File: src/rtl/core/tl_pkg.sv
`timescale 1ns / 1ps
// ----------------------------------------------------------------------------
// tl_pkg
// Types, codes and character helpers shared by the token lexer.
// ----------------------------------------------------------------------------
package tl_pkg;

    typedef enum logic [3:0] {
        ST_INIT   = 4'd0,
        ST_TRUE   = 4'd1,
        ST_FALSE  = 4'd2,
        ST_LAMBDA = 4'd3,
        ST_MINUS  = 4'd4,
        ST_INT    = 4'd5,
        ST_DEC    = 4'd6,
        ST_STR    = 4'd7,
        ST_ESC    = 4'd8,
        ST_NAME   = 4'd9
    } lex_state_t;

    typedef enum logic [1:0] {
        REC_CONTENT = 2'd0,
        REC_END     = 2'd1,
        REC_ERROR   = 2'd2,
        REC_EOS     = 2'd3
    } rec_kind_t;

    localparam logic [1:0] ERR_BAD_CHAR     = 2'd0;
    localparam logic [1:0] ERR_UNTERMINATED = 2'd1;
    localparam logic [1:0] ERR_OVERFLOW     = 2'd2;

    localparam logic [4:0] CLS_PLUS   = 5'd0;
    localparam logic [4:0] CLS_MINUS  = 5'd1;
    localparam logic [4:0] CLS_STAR   = 5'd2;
    localparam logic [4:0] CLS_BAR    = 5'd3;
    localparam logic [4:0] CLS_AMP    = 5'd4;
    localparam logic [4:0] CLS_COLON  = 5'd5;
    localparam logic [4:0] CLS_COMMA  = 5'd6;
    localparam logic [4:0] CLS_LBRACK = 5'd7;
    localparam logic [4:0] CLS_RBRACK = 5'd8;
    localparam logic [4:0] CLS_LBRACE = 5'd9;
    localparam logic [4:0] CLS_RBRACE = 5'd10;
    localparam logic [4:0] CLS_LPAREN = 5'd11;
    localparam logic [4:0] CLS_RPAREN = 5'd12;
    localparam logic [4:0] CLS_BOOL   = 5'd13;
    localparam logic [4:0] CLS_LAMBDA = 5'd14;
    localparam logic [4:0] CLS_INT    = 5'd15;
    localparam logic [4:0] CLS_DEC    = 5'd16;
    localparam logic [4:0] CLS_STR    = 5'd17;
    localparam logic [4:0] CLS_NAME   = 5'd18;

    localparam logic [63:0] MAG_LIMIT = 64'h8000_0000_0000_0000;
    localparam logic [63:0] MAG_DIV10 = 64'd922337203685477580;
    localparam logic [3:0]  MAG_LAST_DIGIT = 4'd8;

    localparam logic [7:0] CH_QUOTE     = 8'h22;
    localparam logic [7:0] CH_BACKSLASH = 8'h5C;
    localparam logic [7:0] CH_MINUS     = 8'h2D;
    localparam logic [7:0] CH_DOT       = 8'h2E;
    localparam logic [7:0] CH_UNDERSCORE = 8'h5F;

    typedef struct packed {
        rec_kind_t          kind;
        logic [7:0]         content_byte;
        logic [4:0]         token_class;
        logic               bool_value;
        logic signed [63:0] int_value;
        logic [1:0]         error_code;
        logic               last_of_run;
    } record_t;

    typedef struct packed {
        record_t [2:0] recs;
        logic [1:0]    count;
    } rec_load_t;

    typedef struct packed {
        lex_state_t  lex_state;
        logic [2:0]  kw_pos;
        logic [63:0] int_mag;
        logic        neg;
        logic        ovf;
        logic        err_hold;
    } lex_ctx_t;

    typedef struct packed {
        logic       hit;
        logic [4:0] cls;
    } punct_t;

    function automatic logic is_digit(input logic [7:0] c);
        return (c >= "0") && (c <= "9");
    endfunction

    function automatic logic is_alpha(input logic [7:0] c);
        return ((c >= "a") && (c <= "z")) || ((c >= "A") && (c <= "Z"))
            || (c == CH_UNDERSCORE);
    endfunction

    function automatic logic is_name_char(input logic [7:0] c);
        return is_alpha(c) || is_digit(c);
    endfunction

    function automatic logic is_space(input logic [7:0] c);
        return (c == " ") || ((c >= 8'd9) && (c <= 8'd13));
    endfunction

    function automatic punct_t punct_class(input logic [7:0] c);
        punct_t p;
        p.hit = 1'b1;
        p.cls = CLS_PLUS;
        case (c)
            "+":     p.cls = CLS_PLUS;
            "-":     p.cls = CLS_MINUS;
            "*":     p.cls = CLS_STAR;
            "|":     p.cls = CLS_BAR;
            "&":     p.cls = CLS_AMP;
            ":":     p.cls = CLS_COLON;
            ",":     p.cls = CLS_COMMA;
            "[":     p.cls = CLS_LBRACK;
            "]":     p.cls = CLS_RBRACK;
            "{":     p.cls = CLS_LBRACE;
            "}":     p.cls = CLS_RBRACE;
            "(":     p.cls = CLS_LPAREN;
            ")":     p.cls = CLS_RPAREN;
            default: p.hit = 1'b0;
        endcase
        return p;
    endfunction

    function automatic logic [2:0] kw_len(input lex_state_t s);
        logic [2:0] n;
        case (s)
            ST_TRUE:   n = 3'd4;
            ST_FALSE:  n = 3'd5;
            ST_LAMBDA: n = 3'd6;
            default:   n = 3'd0;
        endcase
        return n;
    endfunction

    function automatic logic [7:0] kw_char(input lex_state_t s, input logic [2:0] pos);
        logic [7:0] c;
        c = 8'd0;
        case (s)
            ST_TRUE:
            begin
                case (pos)
                    3'd0:    c = "t";
                    3'd1:    c = "r";
                    3'd2:    c = "u";
                    3'd3:    c = "e";
                    default: c = 8'd0;
                endcase
            end
            ST_FALSE:
            begin
                case (pos)
                    3'd0:    c = "f";
                    3'd1:    c = "a";
                    3'd2:    c = "l";
                    3'd3:    c = "s";
                    3'd4:    c = "e";
                    default: c = 8'd0;
                endcase
            end
            ST_LAMBDA:
            begin
                case (pos)
                    3'd0:    c = "l";
                    3'd1:    c = "a";
                    3'd2:    c = "m";
                    3'd3:    c = "b";
                    3'd4:    c = "d";
                    3'd5:    c = "a";
                    default: c = 8'd0;
                endcase
            end
            default: c = 8'd0;
        endcase
        return c;
    endfunction

endpackage

File: src/rtl/core/tl_in_if.sv
`timescale 1ns / 1ps
// ----------------------------------------------------------------------------
// tl_in_if
// Character request channel: one byte or an end-of-input mark per request.
// ----------------------------------------------------------------------------
interface tl_in_if;
    logic       valid;
    logic       ready;
    logic [7:0] in_byte;
    logic       end_of_input;

    modport source (output valid, output in_byte, output end_of_input, input ready);
    modport sink (input valid, input in_byte, input end_of_input, output ready);
endinterface

File: src/rtl/core/tl_out_if.sv
`timescale 1ns / 1ps
// ----------------------------------------------------------------------------
// tl_out_if
// Record request channel: content bytes, token ends, errors, end of stream.
// ----------------------------------------------------------------------------
interface tl_out_if;
    logic               valid;
    logic               ready;
    logic [1:0]         record_kind;
    logic [7:0]         content_byte;
    logic [4:0]         token_class;
    logic               bool_value;
    logic signed [63:0] int_value;
    logic [1:0]         error_code;
    logic               last_of_run;

    modport source (
        output valid, output record_kind, output content_byte, output token_class,
        output bool_value, output int_value, output error_code, output last_of_run,
        input ready
    );
    modport sink (
        input valid, input record_kind, input content_byte, input token_class,
        input bool_value, input int_value, input error_code, input last_of_run,
        output ready
    );
endinterface

File: src/rtl/core/tl_step.sv
`timescale 1ns / 1ps
// ----------------------------------------------------------------------------
// tl_step
// One lexer transition: current context and a byte give the next context
// and up to three records.
// ----------------------------------------------------------------------------
module tl_step (
    input  tl_pkg::lex_ctx_t  cur,
    input  logic [7:0]        in_byte,
    input  logic              end_of_input,
    output tl_pkg::lex_ctx_t  nxt,
    output tl_pkg::rec_load_t load
);
    import tl_pkg::*;

    lex_ctx_t    clr_ctx;
    logic [63:0] mag_x10;
    logic [63:0] digit_ext;
    logic        acc_over;

    record_t     fin_rec;
    logic        fin_emit;
    logic        fin_err;

    logic        ext_ok;
    logic        ext_emit;
    record_t     ext_rec;
    lex_ctx_t    ext_ctx;

    logic [1:0]  st_n;
    record_t     st_rec0;
    record_t     st_rec1;
    lex_ctx_t    st_ctx;
    punct_t      pc;
    record_t     content_rec;

    always_comb
    begin
        clr_ctx = '0;
        clr_ctx.err_hold = cur.err_hold;
    end

    // magnitude times ten plus the digit
    assign mag_x10   = (cur.int_mag << 3) + (cur.int_mag << 1);
    assign digit_ext = {60'd0, in_byte[3:0]};
    assign acc_over  = (cur.int_mag > MAG_DIV10)
                    || ((cur.int_mag == MAG_DIV10) && (in_byte[3:0] > MAG_LAST_DIGIT));
    assign pc = punct_class(in_byte);

    always_comb
    begin
        content_rec = '0;
        content_rec.kind = REC_CONTENT;
        content_rec.content_byte = in_byte;
    end

    // close the open token
    always_comb
    begin
        fin_rec = '0;
        fin_emit = 1'b0;
        fin_err = 1'b0;
        case (cur.lex_state)
            ST_TRUE, ST_FALSE, ST_LAMBDA:
            begin
                fin_emit = 1'b1;
                fin_rec.kind = REC_END;
                if (cur.kw_pos == kw_len(cur.lex_state))
                begin
                    if (cur.lex_state == ST_LAMBDA)
                    begin
                        fin_rec.token_class = CLS_LAMBDA;
                    end
                    else
                    begin
                        fin_rec.token_class = CLS_BOOL;
                        fin_rec.bool_value = (cur.lex_state == ST_TRUE);
                    end
                end
                else
                begin
                    fin_rec.token_class = CLS_NAME;
                end
            end
            ST_MINUS:
            begin
                fin_emit = 1'b1;
                fin_rec.kind = REC_END;
                fin_rec.token_class = CLS_MINUS;
            end
            ST_INT:
            begin
                fin_emit = 1'b1;
                if (cur.ovf || (!cur.neg && (cur.int_mag >= MAG_LIMIT)))
                begin
                    fin_err = 1'b1;
                    fin_rec.kind = REC_ERROR;
                    fin_rec.error_code = ERR_OVERFLOW;
                end
                else
                begin
                    fin_rec.kind = REC_END;
                    fin_rec.token_class = CLS_INT;
                    fin_rec.int_value = cur.neg ? $signed(64'd0 - cur.int_mag)
                                                : $signed(cur.int_mag);
                end
            end
            ST_DEC:
            begin
                fin_emit = 1'b1;
                fin_rec.kind = REC_END;
                fin_rec.token_class = CLS_DEC;
            end
            ST_STR, ST_ESC:
            begin
                fin_emit = 1'b1;
                fin_err = 1'b1;
                fin_rec.kind = REC_ERROR;
                fin_rec.error_code = ERR_UNTERMINATED;
            end
            ST_NAME:
            begin
                fin_emit = 1'b1;
                fin_rec.kind = REC_END;
                fin_rec.token_class = CLS_NAME;
            end
            default:
            begin
                fin_emit = 1'b0;
            end
        endcase
    end

    // extend the open token
    always_comb
    begin
        ext_ok = 1'b0;
        ext_emit = 1'b0;
        ext_rec = content_rec;
        ext_ctx = cur;
        case (cur.lex_state)
            ST_TRUE, ST_FALSE, ST_LAMBDA:
            begin
                if ((cur.kw_pos < kw_len(cur.lex_state))
                    && (in_byte == kw_char(cur.lex_state, cur.kw_pos)))
                begin
                    ext_ok = 1'b1;
                    ext_ctx.kw_pos = cur.kw_pos + 3'd1;
                end
                else if (is_name_char(in_byte))
                begin
                    ext_ok = 1'b1;
                    ext_ctx.lex_state = ST_NAME;
                end
                ext_emit = ext_ok;
            end
            ST_MINUS, ST_INT:
            begin
                if (is_digit(in_byte))
                begin
                    ext_ok = 1'b1;
                    ext_ctx.lex_state = ST_INT;
                    if (!cur.ovf)
                    begin
                        if (acc_over)
                        begin
                            ext_ctx.ovf = 1'b1;
                        end
                        else
                        begin
                            ext_ctx.int_mag = mag_x10 + digit_ext;
                        end
                    end
                end
                else if ((in_byte == CH_DOT) && (cur.lex_state == ST_INT))
                begin
                    ext_ok = 1'b1;
                    ext_ctx.lex_state = ST_DEC;
                end
                ext_emit = ext_ok;
            end
            ST_DEC:
            begin
                ext_ok = is_digit(in_byte);
                ext_emit = ext_ok;
            end
            ST_STR:
            begin
                ext_ok = 1'b1;
                if (in_byte == CH_BACKSLASH)
                begin
                    ext_ctx.lex_state = ST_ESC;
                end
                else if (in_byte == CH_QUOTE)
                begin
                    ext_emit = 1'b1;
                    ext_rec = '0;
                    ext_rec.kind = REC_END;
                    ext_rec.token_class = CLS_STR;
                    ext_ctx = clr_ctx;
                end
                else
                begin
                    ext_emit = 1'b1;
                end
            end
            ST_ESC:
            begin
                ext_ok = 1'b1;
                ext_emit = 1'b1;
                ext_ctx.lex_state = ST_STR;
            end
            ST_NAME:
            begin
                ext_ok = is_name_char(in_byte);
                ext_emit = ext_ok;
            end
            default:
            begin
                ext_ok = 1'b0;
            end
        endcase
    end

    // start a token from a cleared context
    always_comb
    begin
        st_n = 2'd0;
        st_rec0 = content_rec;
        st_rec1 = '0;
        st_ctx = clr_ctx;
        if (is_space(in_byte))
        begin
            st_n = 2'd0;
        end
        else if ((in_byte == "t") || (in_byte == "f") || (in_byte == "l"))
        begin
            st_n = 2'd1;
            st_ctx.kw_pos = 3'd1;
            if (in_byte == "t")
            begin
                st_ctx.lex_state = ST_TRUE;
            end
            else if (in_byte == "f")
            begin
                st_ctx.lex_state = ST_FALSE;
            end
            else
            begin
                st_ctx.lex_state = ST_LAMBDA;
            end
        end
        else if (in_byte == CH_MINUS)
        begin
            st_n = 2'd1;
            st_ctx.lex_state = ST_MINUS;
            st_ctx.neg = 1'b1;
        end
        else if (is_digit(in_byte))
        begin
            st_n = 2'd1;
            st_ctx.lex_state = ST_INT;
            st_ctx.int_mag = digit_ext;
        end
        else if (in_byte == CH_QUOTE)
        begin
            st_n = 2'd0;
            st_ctx.lex_state = ST_STR;
        end
        else if (is_alpha(in_byte))
        begin
            st_n = 2'd1;
            st_ctx.lex_state = ST_NAME;
        end
        else if (pc.hit)
        begin
            st_n = 2'd2;
            st_rec1.kind = REC_END;
            st_rec1.token_class = pc.cls;
        end
        else
        begin
            st_n = 2'd1;
            st_rec0 = '0;
            st_rec0.kind = REC_ERROR;
            st_rec0.error_code = ERR_BAD_CHAR;
            st_ctx.err_hold = 1'b1;
        end
    end

    always_comb
    begin
        nxt = cur;
        load = '0;
        if (end_of_input)
        begin
            nxt = '0;
            if (!cur.err_hold && fin_emit)
            begin
                load.recs[0] = fin_rec;
                load.recs[1] = '0;
                load.recs[1].kind = REC_EOS;
                load.count = 2'd2;
            end
            else
            begin
                load.recs[0] = '0;
                load.recs[0].kind = REC_EOS;
                load.count = 2'd1;
            end
        end
        else if (!cur.err_hold)
        begin
            if (cur.lex_state == ST_INIT)
            begin
                nxt = st_ctx;
                load.recs[0] = st_rec0;
                load.recs[1] = st_rec1;
                load.count = st_n;
            end
            else if (ext_ok)
            begin
                nxt = ext_ctx;
                load.recs[0] = ext_rec;
                load.count = {1'b0, ext_emit};
            end
            else if (fin_err)
            begin
                nxt = clr_ctx;
                nxt.err_hold = 1'b1;
                load.recs[0] = fin_rec;
                load.count = 2'd1;
            end
            else
            begin
                nxt = st_ctx;
                load.recs[0] = fin_rec;
                load.recs[1] = st_rec0;
                load.recs[2] = st_rec1;
                load.count = st_n + 2'd1;
            end
        end
        case (load.count)
            2'd1:    load.recs[0].last_of_run = 1'b1;
            2'd2:    load.recs[1].last_of_run = 1'b1;
            2'd3:    load.recs[2].last_of_run = 1'b1;
            default: load.recs[0].last_of_run = 1'b0;
        endcase
    end

endmodule

File: src/rtl/core/tl_rec_buf.sv
`timescale 1ns / 1ps
// ----------------------------------------------------------------------------
// tl_rec_buf
// Result register for the records of one byte, handed out one per cycle while out_ready holds.
// ----------------------------------------------------------------------------
module tl_rec_buf (
    input  logic              clk,
    input  logic              rst_n,
    input  logic              load_en,
    input  tl_pkg::rec_load_t load,
    input  logic              out_ready,
    output logic              can_load,
    output logic              out_valid,
    output tl_pkg::record_t   out_rec
);
    import tl_pkg::*;

    record_t    slot_reg [3];
    logic [1:0] count_reg;
    logic [1:0] count_next;
    logic [1:0] head_reg;
    logic [1:0] head_next;
    logic       fire;

    assign out_valid = (count_reg != 2'd0);
    assign out_rec   = slot_reg[head_reg];
    assign fire      = out_valid && out_ready;
    assign can_load  = (count_reg == 2'd0) || ((count_reg == 2'd1) && out_ready);

    always_comb
    begin
        count_next = count_reg;
        head_next = head_reg;
        if (load_en)
        begin
            count_next = load.count;
            head_next = 2'd0;
        end
        else if (fire)
        begin
            count_next = count_reg - 2'd1;
            head_next = head_reg + 2'd1;
        end
    end

    always_ff @(posedge clk or negedge rst_n)
    begin
        if (!rst_n)
        begin
            count_reg <= 2'd0;
            head_reg <= 2'd0;
        end
        else
        begin
            count_reg <= count_next;
            head_reg <= head_next;
        end
    end

    always_ff @(posedge clk)
    begin
        if (load_en)
        begin
            slot_reg[0] <= load.recs[0];
            slot_reg[1] <= load.recs[1];
            slot_reg[2] <= load.recs[2];
        end
    end

endmodule

File: src/rtl/core/token_lexer.sv
`timescale 1ns / 1ps
// ----------------------------------------------------------------------------
// token_lexer
// Byte-serial tokenizer: streams token text and closes each token with a
// class, bool and integer value record; flags errors.
// ----------------------------------------------------------------------------
//  channel   dir  contents
//  in_ch     in   in_byte, end_of_input
//  out_ch    out  record_kind, content_byte, token_class, bool_value,
//                 int_value, error_code, last_of_run
//
//  one byte per cycle while out_ch is ready and each byte gives at most one
//  record; a byte giving more records holds the input while the single
//  record output port hands them out
//  path: input register, then the transition into the result register
//  rst_n clears lexer context and the valid state of both registers, no clearing pass
//  out_ch stalls back up through the result register into in_ch.ready
module token_lexer (
    input  logic     clk,
    input  logic     rst_n,
    tl_in_if.sink    in_ch,
    tl_out_if.source out_ch
);
    import tl_pkg::*;

    logic       stg_valid_reg;
    logic       stg_valid_next;
    logic [7:0] stg_byte_reg;
    logic       stg_eoi_reg;
    lex_ctx_t   ctx_reg;
    lex_ctx_t   ctx_next;
    lex_ctx_t   step_ctx;
    rec_load_t  step_load;
    logic       can_load;
    logic       advance;
    logic       in_fire;
    record_t    out_rec;

    assign advance     = stg_valid_reg && can_load;
    assign in_ch.ready = !stg_valid_reg || advance;
    assign in_fire     = in_ch.valid && in_ch.ready;

    tl_step u_step (
        .cur          (ctx_reg),
        .in_byte      (stg_byte_reg),
        .end_of_input (stg_eoi_reg),
        .nxt          (step_ctx),
        .load         (step_load)
    );

    tl_rec_buf u_buf (
        .clk       (clk),
        .rst_n     (rst_n),
        .load_en   (advance),
        .load      (step_load),
        .out_ready (out_ch.ready),
        .can_load  (can_load),
        .out_valid (out_ch.valid),
        .out_rec   (out_rec)
    );

    assign out_ch.record_kind  = out_rec.kind;
    assign out_ch.content_byte = out_rec.content_byte;
    assign out_ch.token_class  = out_rec.token_class;
    assign out_ch.bool_value   = out_rec.bool_value;
    assign out_ch.int_value    = out_rec.int_value;
    assign out_ch.error_code   = out_rec.error_code;
    assign out_ch.last_of_run  = out_rec.last_of_run;

    always_comb
    begin
        stg_valid_next = stg_valid_reg;
        ctx_next = ctx_reg;
        if (advance)
        begin
            ctx_next = step_ctx;
            stg_valid_next = 1'b0;
        end
        if (in_fire)
        begin
            stg_valid_next = 1'b1;
        end
    end

    always_ff @(posedge clk or negedge rst_n)
    begin
        if (!rst_n)
        begin
            stg_valid_reg <= 1'b0;
            ctx_reg <= '0;
        end
        else
        begin
            stg_valid_reg <= stg_valid_next;
            ctx_reg <= ctx_next;
        end
    end

    always_ff @(posedge clk)
    begin
        if (in_fire)
        begin
            stg_byte_reg <= in_ch.in_byte;
            stg_eoi_reg <= in_ch.end_of_input;
        end
    end

`ifndef SYNTHESIS
    // held error leaves no token open
    a_hold_idle: assert property (@(posedge clk) disable iff (!rst_n)
        ctx_reg.err_hold |-> (ctx_reg.lex_state == ST_INIT))
        else $error("token open while error held");

    // end of input returns the context to reset
    a_eoi_reset: assert property (@(posedge clk) disable iff (!rst_n)
        (advance && stg_eoi_reg) |=> ((ctx_reg.lex_state == ST_INIT) && !ctx_reg.err_hold
            && (ctx_reg.int_mag == 64'd0) && !ctx_reg.neg && !ctx_reg.ovf))
        else $error("context not cleared after end of input");

    // overflow only inside a numeric token
    a_ovf_state: assert property (@(posedge clk) disable iff (!rst_n)
        ctx_reg.ovf |-> ((ctx_reg.lex_state == ST_INT) || (ctx_reg.lex_state == ST_DEC)))
        else $error("overflow flag outside number");

    // keyword position stays within the longest keyword
    a_kw_pos: assert property (@(posedge clk) disable iff (!rst_n)
        ctx_reg.kw_pos <= 3'd6)
        else $error("keyword position out of range");

    // staged request waits while the result register still holds records
    a_stall: assert property (@(posedge clk) disable iff (!rst_n)
        (stg_valid_reg && !can_load) |=> stg_valid_reg)
        else $error("staged request lost while stalled");
`endif

endmodule

File: src/flat_wrapper.sv
// flat-port wrapper written by rule: the top's interface ports become plain ports
module token_lexer_flat import tl_pkg::*;
  (clk, rst_n, in_ch_valid, in_ch_in_byte, in_ch_end_of_input, in_ch_ready, out_ch_valid, out_ch_record_kind, out_ch_content_byte, out_ch_token_class, out_ch_bool_value, out_ch_int_value, out_ch_error_code, out_ch_last_of_run, out_ch_ready);
  tl_in_if in_ch_i ();
  tl_out_if out_ch_i ();
  input  logic clk;
  input  logic rst_n;
  input wire logic [$bits(in_ch_i.valid)-1:0] in_ch_valid;
  input wire logic [$bits(in_ch_i.in_byte)-1:0] in_ch_in_byte;
  input wire logic [$bits(in_ch_i.end_of_input)-1:0] in_ch_end_of_input;
  output wire logic [$bits(in_ch_i.ready)-1:0] in_ch_ready;
  output wire logic [$bits(out_ch_i.valid)-1:0] out_ch_valid;
  output wire logic [$bits(out_ch_i.record_kind)-1:0] out_ch_record_kind;
  output wire logic [$bits(out_ch_i.content_byte)-1:0] out_ch_content_byte;
  output wire logic [$bits(out_ch_i.token_class)-1:0] out_ch_token_class;
  output wire logic [$bits(out_ch_i.bool_value)-1:0] out_ch_bool_value;
  output wire logic [$bits(out_ch_i.int_value)-1:0] out_ch_int_value;
  output wire logic [$bits(out_ch_i.error_code)-1:0] out_ch_error_code;
  output wire logic [$bits(out_ch_i.last_of_run)-1:0] out_ch_last_of_run;
  input wire logic [$bits(out_ch_i.ready)-1:0] out_ch_ready;
  assign in_ch_i.valid = in_ch_valid;
  assign in_ch_i.in_byte = in_ch_in_byte;
  assign in_ch_i.end_of_input = in_ch_end_of_input;
  assign in_ch_ready = in_ch_i.ready;
  assign out_ch_valid = out_ch_i.valid;
  assign out_ch_record_kind = out_ch_i.record_kind;
  assign out_ch_content_byte = out_ch_i.content_byte;
  assign out_ch_token_class = out_ch_i.token_class;
  assign out_ch_bool_value = out_ch_i.bool_value;
  assign out_ch_int_value = out_ch_i.int_value;
  assign out_ch_error_code = out_ch_i.error_code;
  assign out_ch_last_of_run = out_ch_i.last_of_run;
  assign out_ch_i.ready = out_ch_ready;
  token_lexer u_core (.clk(clk), .rst_n(rst_n), .in_ch(in_ch_i), .out_ch(out_ch_i));
endmodule
File: config.mk
export PLATFORM = sky130hd
export DESIGN_NAME = token_lexer_flat
export DESIGN_NICKNAME = d
export VERILOG_FILES = /design/src/rtl/core/tl_pkg.sv /design/src/rtl/core/tl_in_if.sv /design/src/rtl/core/tl_out_if.sv /design/src/rtl/core/tl_step.sv /design/src/rtl/core/tl_rec_buf.sv /design/src/rtl/core/token_lexer.sv /design/src/flat_wrapper.sv
export SDC_FILE = /design/constraint.sdc
export NUM_CORES = 1
export LEC_CHECK = 0
export BUFFER_PORTS_ARGS = -buffer_cell sky130_fd_sc_hd__buf_4
export CAP_MARGIN = 20
export CELL_PAD_IN_SITES_DETAIL_PLACEMENT = 1
export CELL_PAD_IN_SITES_GLOBAL_PLACEMENT = 1
export CORE_MARGIN = 5
export CORE_UTILIZATION = 30
export DETAILED_ROUTE_END_ITERATION = 8
export GPL_TIMING_DRIVEN = 0
export PLACE_DENSITY = 0.57
export SETUP_SLACK_MARGIN = 0.4
export SLEW_MARGIN = 20
export SYNTH_ARGS = -nofsm -noshare
export SYNTH_HDL_FRONTEND = slang
export SYNTH_SLANG_ARGS = --single-unit
File: constraint.sdc
create_clock -name clk -period 5.9 [get_ports clk]
set_clock_uncertainty 0.2 [all_clocks]
set_input_delay 1.18 -clock clk [delete_from_list [all_inputs] [get_ports clk]]
set_output_delay 1.18 -clock clk [all_outputs]
set_load 0.02 [all_outputs]
# Word-level counts from Yosys, hierarchy flattened
# Memories as Yosys holds them, arrays and structs flattened.
# Index checks and enable logic that the tools add are counted.
# classes
n_addsub	7
order_cmp	12
eq_ne	60
mux	131
reduce_logical	46
# ops
cell	n
$mux W83	10
$mux W74	6
$mux W64	6
$mux W168	2
$mux W166	2
$mux W251	1
$mux W82	3
$mux W85	2
$pmux W64 S2	1
$eq A8 B6 Y1 const B	11
$eq A8 B7 Y1 const B	10
$mux W4	19
$mux W72	1
$mux W70	1
$pmux W7 S5	2
$add A64 B4 Y64	1
$add A64 B64 Y64	1
$eq A64 B60 Y1 const B	1
$ge A64 B64 Y1 const B	1
$gt A64 B60 Y1 const B	1
$sub A1 B64 Y64 const A	1
$pmux W4 S11	1
$ne A5 B4 Y1 const B	8
$mux W1	39
61 further kinds	125
# totals
reg_bits	88
ramBits	249
output_inout_bits	85
wordCells	268
n_memories	1
# memory_table
memory	words	width	rd	rd_ports_with_merged_regs	wr	line_no	source
u_core.u_buf.slot_reg	3	83	1	0	3	tl_rec_buf.sv:18	record_t slot_reg [3];

# Depth between registers and ports, before layout
# logic_depth
ltp_word	19
mapped_depth	17
depth_no_buf	14

# By module
# Synthesis repeated with hierarchy kept, for this count alone.
# hier_totals
cells_unflattened	2374
hier_area_um2	23324.9
# modules_own_cells
mod	n_inst	cells_per_inst	area_each_um2
tl_step	1	1655	10505.1
tl_rec_buf	1	549	9501.6
token_lexer	1	170	3318.2

# Worst setup path before layout
# OpenSTA, ideal clock, no wires.
# synth_path
kind	input to register
startpoint	input port out_ch_ready
endpoint	register u_core.ctx_reg[10] (netlist name)
arrival_time_ns	5.505
path_slack_ns	0.060
cell_stages	10
n_path_buf	2
cell_sequence	a21oi_1 nand2b_1 clkinv_1 o21ai_0 nor3_1 a21oi_1 o21a_1 clkbuf_1 clkbuf_1 o31ai_1
# synth_between
elab_chain_len	4
# synth_rtl
element	line_no	source
start: declaration	flat_wrapper.sv:20	input wire logic [$bits(out_ch_i.ready)-1:0] out_ch_ready;
$logic_and A1 B1 Y1	tl_rec_buf.sv:28	assign can_load = (count_reg == 2'd0) || ((count_reg == 2'd1) && out_ready);
$logic_or A1 B1 Y1	tl_rec_buf.sv:28	
$logic_and A1 B1 Y1	token_lexer.sv:39	assign advance = stg_valid_reg && can_load;
via u_core.advance	token_lexer.sv:35	logic advance;
$reduce_and A8 Y1 (no source line)	-	
end signal: assignment	token_lexer.sv:95	ctx_reg <= ctx_next;
end: declaration	token_lexer.sv:30	lex_ctx_t ctx_reg;
# The timed path passes the listed nets, and every way through them passes these cells.
# A chain may end at the register's enable or synchronous reset.

==> metrics.md <==
| Metric | Value |
|---|---|
| Num CTS Buffers | 17 |
| Worst-Skew Late Latency | 0.49 ns |
| Switching share of total power | 0.4538 |
| WL/cell | 21.43 um |
| Startpoint Class | flip-flop |
| DRT antenna net count | 0 |
| H-tree Lvls | 4 |
| Total GRT Usage | 0.1967 |
| Worst min-delay path class | flip-flop to flip-flop |
| # port buffers | 97 |
| P_int | 3.508 mW |
| I/O Pins | 98 |
| Cell taking the most area after synthesis | edfxtp_1 |
| Combinational share of power | 0.503 |
| Starting Density | 0.3018 |
| Syn_nets | 1940 |
| Rel. slew slack | 0.2860 |
| Crit. End Element | flip-flop |
| Final wirelength | 55750 um |
| Fin crit period | 5.185 ns |
| Period utilisation layout | 0.8787 |
| Slew Viols, Final | 0 |
| CTS tree | done |
| NumNets Final | 2057 |
| Via count | 13980 |
| Via-to-Cell Ratio | 5.373 |
| Critical path class | flip-flop to flip-flop |
| Core area | 51090 um2 |
| DRC viols | 0 |
| Synth unique cells | 84 |
| Synthesized flop and latch total | 191 |
| Area growth from synthesis to layout | 14.31% |
| Setup TNS | 0 ns |
| Placed Instances | 2570 |
| Number of global-route vias before repair | 14450 |
| First-pass GRT wire length | 86610 um |
| Synth top area share | 0.2181 |
| Hold Slack | 0.3030 ns |
| Commonest cells after routing, fill and taps aside | nand2_1, nor2_1, ha_1 |
| Post-synthesis cell area | 15420 um2 |
| CTS Buffer Depth | 2 |
| Initial DRC Count | 818 |
| Commonest non-fill, non-tap cell in the layout | nand2_1 |
| Unrepaired setup endpoints after global routing | false |
| Hpwl dp | 43850 um |
| Postcts setup bufs | 0 |
| Fillcell total | 6070 |
| Clock tree sinks | 191 |
| Main synth FF type | edfxtp_1 |
| Critical path required time | 5.92 ns |
| Power Dens Cells | 364.4 nW/um2 |
| Placement Setup Slack | -0.5068 ns |
| Yosys warning total | 0 |
| Number of enable flip-flop cells after synthesis | 112 |
| Fin. Hold Viols | 0 |
| Max_cap viols | 0 |
| Post_cts resized | 9 |
| Chip Height | 236.7 um |
| Setup slack, reg-to-reg | 0.72 ns |
| Register area share after synthesis | 0.3463 |
| F_max | 192.9 MHz |
| WP data arrival | 5.20 ns |
| CTS hold repair buffers | 0 |
| Ranking of synthesized cells by area | edfxtp_1, dfrtp_1, ha_1, nand2_1, xor2_1 |
| Final Non-Filler Cells | 2602 |
| Congestion Overflow GR | 0 |
| Reg power frac | 0.315 |
| Die area | 56030 um2 |
| Async S/R FF share, synth | 0.4136 |
| Tightest Pin Transition | 1.060 ns |
| Net Sw Power | 2.914 mW |
| # diodes | 0 |
| RePlAce Congestion | 0.8876 |
| CTS root buf | clkbuf_16 |
| Antenna violations before repair | 0 |
| Fin util | 0.3449 |
| Syn_area_per_cell | 8.604 um2 |
| Worst vdd rail ir drop | 0.0002812 V |
| FP Rows | 83 |
| Critical Path Fanout Max | 10 |
| Share of post-route cells with drive strength above 1 | 0.09365 |
| Leakage | 7.333 nW |
| Syn Inst Count | 1792 |
| Clock transition at path regs | 0.07 ns |
| Status | complete, no violations |
| Clock power share | 0.182 |
| Drt first pass iters | 5 |
| Multi-input logic area | 9502 um2 |
| Max FFs per register | 103 |
| Chip Width | 236.7 um |
| Endpoints failing setup | 0 |
| Worst setup margin | 0.7155 ns |
| Register area | 5340 um2 |
| Largest net degree at the start of global routing | 80 |
==> per-layer routing <==
layer  wire length, um  vias to the layer above  global-route usage  part of all wire
met3              2457                       61             0.03284             0.044
li1                  -                     6757                   -                 -
met1             26500                     6901              0.2715              0.48
met2             25510                      262              0.3155              0.46
met4              1280                        0             0.06332             0.023
met5                 0                        -                   0                 0
==> cell type report <==
class / instances / share of cell area
multi-input cells: 1450 / 0.5391
plain buffers: 107 / 0.02542
flip-flops and latches: 191 / 0.3030
clock buffers: 19 / 0.02456
repair buffers: 98 / 0.04309
clock inverters: 13 / 0.006886
inverters: 44 / 0.009655
well taps: 680 / 0.04827
==> final timing paths <==
| path | from | to | depth (start not counted) |
|---|---|---|---|
| min in group asynchronous | rst_n | u_core.ctx_reg[47]$_DFFE_PN0P_ | 1 |
| max in group asynchronous | rst_n | u_core.ctx_reg[69]$_DFFE_PN0P_ | 1 |
| hold / removal | u_core.u_buf.count_reg[1]$_DFFE_PN0P_ | u_core.u_buf.count_reg[1]$_DFFE_PN0P_ | 2 |
| setup / recovery | u_core.ctx_reg[73]$_DFFE_PN0P_ | u_core.u_buf.slot_reg[0][46]$_DFFE_PP_ | 17 |
| setup reg to reg | u_core.ctx_reg[73]$_DFFE_PN0P_ | u_core.u_buf.slot_reg[0][46]$_DFFE_PP_ | 17 |
| hold reg to reg | u_core.u_buf.count_reg[1]$_DFFE_PN0P_ | u_core.u_buf.count_reg[1]$_DFFE_PN0P_ | 2 |
==> power by group through the flow <==
stage | registers [mW] | clock network [mW] | logic, mW
floorplan | 2.00 | 0 | 1.93
global placement | 2.07 | 0 | 3.18
detailed placement | 2.06 | 0 | 3.25
CTS | 2.03 | 1.21 | 3.27
global route | 2.06 | 1.25 | 3.53
finish | 2.02 | 1.17 | 3.23
==> per-stage QoR <==
stage               total power, mW  area [um2]
floorplan                     3.927       15420
global placement              5.253       17000
detailed placement            5.308       17040
CTS                           6.507       17610
global route                  6.841       17620
finish                        6.422       17620
==> cells by family (layout without fill, tap and decap cells) <==
family                     after synthesis  count (layout)  synth area share
adders and majority gates              135             135            0.1105
AOI/OAI and AO/OA                      479             479            0.1992
xor gates and xnor gates               125             125           0.07101
DFF                                    191             191            0.3463
other                                    1               1         0.0002432
and+or+nand+nor                        688             688            0.2194
buffers and inverters                  151             281           0.03879
muxes                                   22              22           0.01444
==> cell usage after synthesis (all sizes together) (5+ instances only) <==
cell type  instances
nand2            194
ha               133
o41ai             13
a21o              25
a21oi            124
inv               43
nand4             26
a211oi            13
nand2b            22
o22ai             10
or2                8
or3               14
a22oi              5
clkbuf            84
or4               16
and2              78
o31ai             50
o211ai            17
xnor2             42
nand3             34
and3              12
a31oi             16
nor2             186
o21ai            127
buf               23
nor3              41
o21bai             9
nand4b             5
o21a              19
nor3b              8
o221ai             5
xor2              83
dfrtp             79
mux2i             20
nor4              18
nor2b             16
edfxtp           112
==> worst max-delay path, stage by stage, from the launching register on <==
cell       delay, ns
dfrtp_1         0.36
clkbuf_1        0.20
or2_1           0.27
clkbuf_1        0.24
nor2_1          0.31
inv_1           0.15
ha_1            0.31
o21a_1          0.12
a2111oi_0       0.39
o2111ai_1       0.20
nor4_2          0.45
a211o_1         0.20
clkbuf_2        0.25
o21a_1          0.31
or2_1           0.14
clkbuf_2        0.37
buf_2           0.32
nor2_1          0.14
Note: power is estimated with default switching activity, not from simulation.
